[config.mk]
export PLATFORM = sky130hd
export DESIGN_NAME = ffe_ctrl
export DESIGN_NICKNAME = d
export VERILOG_FILES = /design/src/rtl/ffe_pkg.sv /design/src/rtl/ffe_ctrl.sv
export SDC_FILE = /design/constraint.sdc
export NUM_CORES = 1
export LEC_CHECK = 0
export BUFFER_PORTS_ARGS = -buffer_cell sky130_fd_sc_hd__buf_4
export CAP_MARGIN = 10
export CORE_AREA = 3 3 40 42
export DETAILED_ROUTE_END_ITERATION = 16
export DIE_AREA = 0 0 43 45
export PLACE_DENSITY_LB_ADDON = 0.05
export REMOVE_ABC_BUFFERS = 1
export SYNTH_ARGS = -nofsm -noshare
export SYNTH_HDL_FRONTEND = slang
export SYNTH_SLANG_ARGS = --single-unit
[constraint.sdc]
create_clock -name clk -period 1.05 [get_ports clk]
set_input_delay 0.0525 -clock clk [delete_from_list [all_inputs] [get_ports clk]]
set_output_delay 0.0525 -clock clk [all_outputs]
set_load 0.02 [all_outputs]
[src/rtl/ffe_pkg.sv]
// Shared types and constants for the frame fill engine.
// No dependencies; every other file of the block but ffe_ram imports this package.
`default_nettype none

package ffe_pkg;

    // Default geometry of the panel and of the frame store.
    localparam int PANEL_WIDTH_DEF  = 128;
    localparam int PANEL_HEIGHT_DEF = 128;
    localparam int STORE_WIDTH_DEF  = 128;
    localparam int STORE_PIXELS_DEF = 16384;

    localparam int PIXEL_W = 16;
    localparam int COORD_W = 16;
    // Width of the signed clipping sums: a 16-bit start plus a 16-bit length.
    localparam int SUM_W   = 18;

    // Rotation mode that swaps the clip width and height.
    localparam logic [1:0] ROT_LANDSCAPE = 2'd1;

    // Configuration register indexes.
    localparam logic REG_ROTATION = 1'b0;

    typedef enum logic [2:0] {
        REQ_PIXEL = 3'd0,
        REQ_HRUN  = 3'd1,
        REQ_VRUN  = 3'd2,
        REQ_RECT  = 3'd3,
        REQ_FILL  = 3'd4,
        REQ_READ  = 3'd5
    } req_type_t;

    // What the checked request turns into.
    typedef enum logic [2:0] {
        ACT_REJECT,
        ACT_EMPTY,
        ACT_DRAW,
        ACT_FILL,
        ACT_READ
    } act_t;

    typedef struct packed {
        logic load;        // capture the incoming request word
        logic check;       // register clip results and start address
        logic step;        // write one pixel of a run or rectangle
        logic sweep_start; // point the address at entry zero
        logic sweep_clear; // the sweep writes zero instead of the color
        logic sweep_step;  // write one entry of a linear sweep
        logic read;        // read the store at the current address
        logic post;        // load the result register
    } ffe_cmd_t;

    typedef struct packed {
        act_t act;
        logic last_pixel;
        logic sweep_last;
        logic out_free;
    } ffe_status_t;

endpackage

`default_nettype wire

[src/rtl/ffe_ctrl.sv]
// Sequencer of the frame fill engine: clear pass, request check, draw,
// fill, read and result hand-off. Depends on ffe_pkg.
`default_nettype none

module ffe_ctrl (
    input  wire logic                clk,
    input  wire logic                rst_n,
    input  wire logic                req_valid,
    output logic                     req_ready,
    input  wire ffe_pkg::ffe_status_t status,
    output ffe_pkg::ffe_cmd_t        cmd
);
    import ffe_pkg::*;

    typedef enum logic [2:0] {
        ST_INIT,
        ST_CLEAR,
        ST_IDLE,
        ST_CHECK,
        ST_DRAW,
        ST_FILL,
        ST_READ,
        ST_DONE
    } state_t;

    state_t state_reg;
    state_t state_next;

    always_ff @(posedge clk or negedge rst_n)
    begin
        if (!rst_n)
        begin
            state_reg <= ST_INIT;
        end
        else
        begin
            state_reg <= state_next;
        end
    end

    assign req_ready = (state_reg == ST_IDLE);

    always_comb
    begin
        state_next = state_reg;
        cmd        = '0;
        unique case (state_reg)
            ST_INIT:
            begin
                cmd.sweep_start = 1'b1;
                cmd.sweep_clear = 1'b1;
                state_next      = ST_CLEAR;
            end
            ST_CLEAR:
            begin
                cmd.sweep_step = 1'b1;
                if (status.sweep_last)
                begin
                    state_next = ST_IDLE;
                end
            end
            ST_IDLE:
            begin
                if (req_valid)
                begin
                    cmd.load   = 1'b1;
                    state_next = ST_CHECK;
                end
            end
            ST_CHECK:
            begin
                cmd.check = 1'b1;
                unique case (status.act)
                    ACT_FILL:
                    begin
                        cmd.sweep_start = 1'b1;
                        state_next      = ST_FILL;
                    end
                    ACT_DRAW:   state_next = ST_DRAW;
                    ACT_READ:   state_next = ST_READ;
                    default:    state_next = ST_DONE;
                endcase
            end
            ST_DRAW:
            begin
                cmd.step = 1'b1;
                if (status.last_pixel)
                begin
                    state_next = ST_DONE;
                end
            end
            ST_FILL:
            begin
                cmd.sweep_step = 1'b1;
                if (status.sweep_last)
                begin
                    state_next = ST_DONE;
                end
            end
            ST_READ:
            begin
                cmd.read   = 1'b1;
                state_next = ST_DONE;
            end
            ST_DONE:
            begin
                if (status.out_free)
                begin
                    cmd.post   = 1'b1;
                    state_next = ST_IDLE;
                end
            end
            default:
            begin
                state_next = ST_INIT;
            end
        endcase
    end

endmodule

`default_nettype wire

==> impl_metrics.toml <==
[worst_setup_path]
critPathMaxFanout = 5
critical-path-slowest-cell = "dfrtp_2"
path_class = "flop to primary output"
r2r-start = "state_reg[2]$_DFFE_PN0P_"
critPathLaunchType = "flop"
worstPathBufferInverterCount = 1
r2r_end = "state_reg[0]$_DFFE_PN0P_"
critPathMaxStageDelay_ns = 0.43
worstPathArrival_ns = 1.17
crit_path_end_kind = "primary output"
crit_path_cell_trace = "and2_4 > a31oi_1 > nor2_1 > buf_4"
worst_r2r_path_depth = 4
r2r_setup_slack_ns = -0.16
required_ns = 1.00
crit_family = "flip-flops"

[run]
drv_cap = 0

[drt]
drc = 0
routed_wirelength_um = 874
ant_nets = 0
num_vias = 359
firstDrtPassIters = 4
wl_per_cell_um = 11.2
drt_iter0_drc = 5
routed_via_density = 4.60

[finish]
antennaDiodeCount = 0
layout.cells.non_filler = 78
post-route-util_pct = 43.6
syn_to_final_growth_pct = 109
nets = 73
largest_reg_flops = 3
n_fill_cell = 139
layout-drive-gt1-share_pct = 66.7

[floorplanning]
coreArea_um2 = 1280
rows = 13
die_w_um = 43
die_area_um2 = 1940
io_pins = 18
initial_core_util_pct = 20.8
die_h_um = 45

[timing]
rsz0062_at_grt = "yes"
tightest_slew_ns = 0.172
hold_viol_final = 0
tns_ns = -1.26
slew_violations = 0
max_freq_mhz = 816
finalSetupViolations = 10
finalCritPeriodShare_pct = 117
fin_worst_skew_ns = 0.00556
setup_ws_ns = -0.176
slew_headroom_pct = 88.4
period_minus_slack_ns = 1.23

[clock_tree]
cts_buffer_depth = 2
clock_latency_ns = 0.24
htree_levels = 1
root_buffer = "clkbuf_4"
cts.sinks = 3
cts_tree = "yes"
numCtsBuffers = 3
cts.clk_slew.worst_paths_ns = 0.04

[logic_synthesis]
ys_seq_area_share_pct = 28.0
async_flop_share_pct = 100
yosysMostFrequentCell = "nor2_1"
ys_ff_latch = 3
synth_largest_area_cell = "dfrtp_1"
ys.warnings.count = 0
synth_top_area_share_pct = 28.0
synth_top_cells_by_count = "4 x nor2_1, 3 x a21oi_1, 3 x dfrtp_1"
syn-cell-area_um2 = 268
syn_area_per_cell_um2 = 7.65
synth_area_leaders = "dfrtp_1 28%, a21oi_1 5.6%, nor2_1 5.6%"
ys_types = 22
synth_edf_count = 0
syn-instance-count = 35
synth_flop_cell = "dfrtp_1"

[global_routing]
antenna_found_initial = 0
grt_pass1_wl_um = 1500
first_global_vias = 379
grt_overflow = 0
grt_usage_pct = 10.4
grt_max_degree = 7

[power_and_ir_drop]
powerDensity_nw_per_um2 = 2710
finalPower_mw = 1.52
p_leak_nw = 0.264
ir_worst_vdd_mv = 0.810

[place]
dpl.hpwl_um = 655
place_ws_ns = -0.103
gp_congestion = 0.824
port_buffers = 17
dp.cells = 70

[worst_hold_path]
holdCritPathClass = "input pin to flop"
hold_end = "state_reg[1]$_DFFE_PN0P_"
hold_depth = 3
min_from = "status[2]"

[run_status]
violations = "negative setup slack"
status = "finished with violations"
-- stage by stage --
stage / area [um2] / hold WS [ns]
6_report: 561 / 0.0865
5_1_grt: 561 / 0.119
4_1_cts: 547 / 0.0774
3_5_place_dp: 435 / -0.157
3_3_place_gp: 435 / -0.157
2_1_floorplan: 244 / -0.243
-- timing repair --
action,CTS,global route
pin swaps,7,3
hold buffers,1,0
endpoints found under the hold margin,3,0
resized for setup,15,3
cloned,0,0
setup endpoints to repair,10,11
buffers inserted,3,0
-- routing by layer --
layer  part of all wire, %  vias up  global-route usage, %
met3                   8.6        0                   1.20
met1                    38      158                   10.9
met2                    53       22                   19.5
li1                      -      179                      -
met5                     0        -                      0
met4                     0        0                   7.23
-- report_power, final --
group	leakage [nW]	switching, mW	internal, mW
Combinational	0.220	0.462	0.584
Clock	0.0150	0.0639	0.143
Sequential	0.0288	0.0912	0.176
Total	0.264	0.617	0.902
-- cells in the final DEF, fill, tap and decap left out, drive strengths merged --
cell,count
and3,1
nand2,2
dfrtp,3
dlygate4sd3,1
nor3b,2
a31oi,1
o21ai,1
clkbuf,4
o32a,1
a21oi,3
nor2b,2
inv,2
a22oi,1
nand2b,2
xor2,1
o22a,1
buf,26
a31o,1
nor2,4
and2,2
nor3,2
-- worst reg2reg max path, stage by stage (launching register included) --
cell	delay (ns)
dfrtp_2	0.44
buf_4	0.15
nand2b_4	0.13
o22a_1	0.19
o32a_1	0.17
-- area by class of cell --
class	count	area [um2]	area share [%]
multi-input combinational	27	201	35.9
tap	15	18.8	3.35
timing repair buffer	27	228	40.6
sequential	3	78.8	14.1
clock buffer	4	26.3	4.69
inverter	2	7.51	1.34
-- logic make-up (layout without fill, tap and decap cells) --
kind of cell | Yosys count | after routing | synth area share [%]
AO/OA/AOI/OAI | 9 | 9 | 22.9
flip-flops | 3 | 3 | 28.0
buffers and inverters | 5 | 33 | 11.7
XOR/XNOR | 1 | 1 | 3.27
AND/OR/NAND/NOR | 17 | 17 | 34.1
-- how the worst max path moves through the flow --
stage                                  start                       end  slack (ns)  depth (start not counted)
detailed placement  state_reg[2]$_DFFE_PN0P_  state_reg[0]$_DFFE_PN0P_       -0.10                          3
CTS                 state_reg[2]$_DFFE_PN0P_  state_reg[0]$_DFFE_PN0P_       -0.19                          4
global placement    state_reg[2]$_DFFE_PN0P_  state_reg[0]$_DFFE_PN0P_       -0.10                          3
floorplan           state_reg[1]$_DFFE_PN0P_                    cmd[7]       -0.41                          2
finish              state_reg[1]$_DFFE_PN0P_                    cmd[4]       -0.18                          4
global route        state_reg[0]$_DFFE_PN0P_                    cmd[1]       -0.22                          3
(Power assumes the default switching activity.)
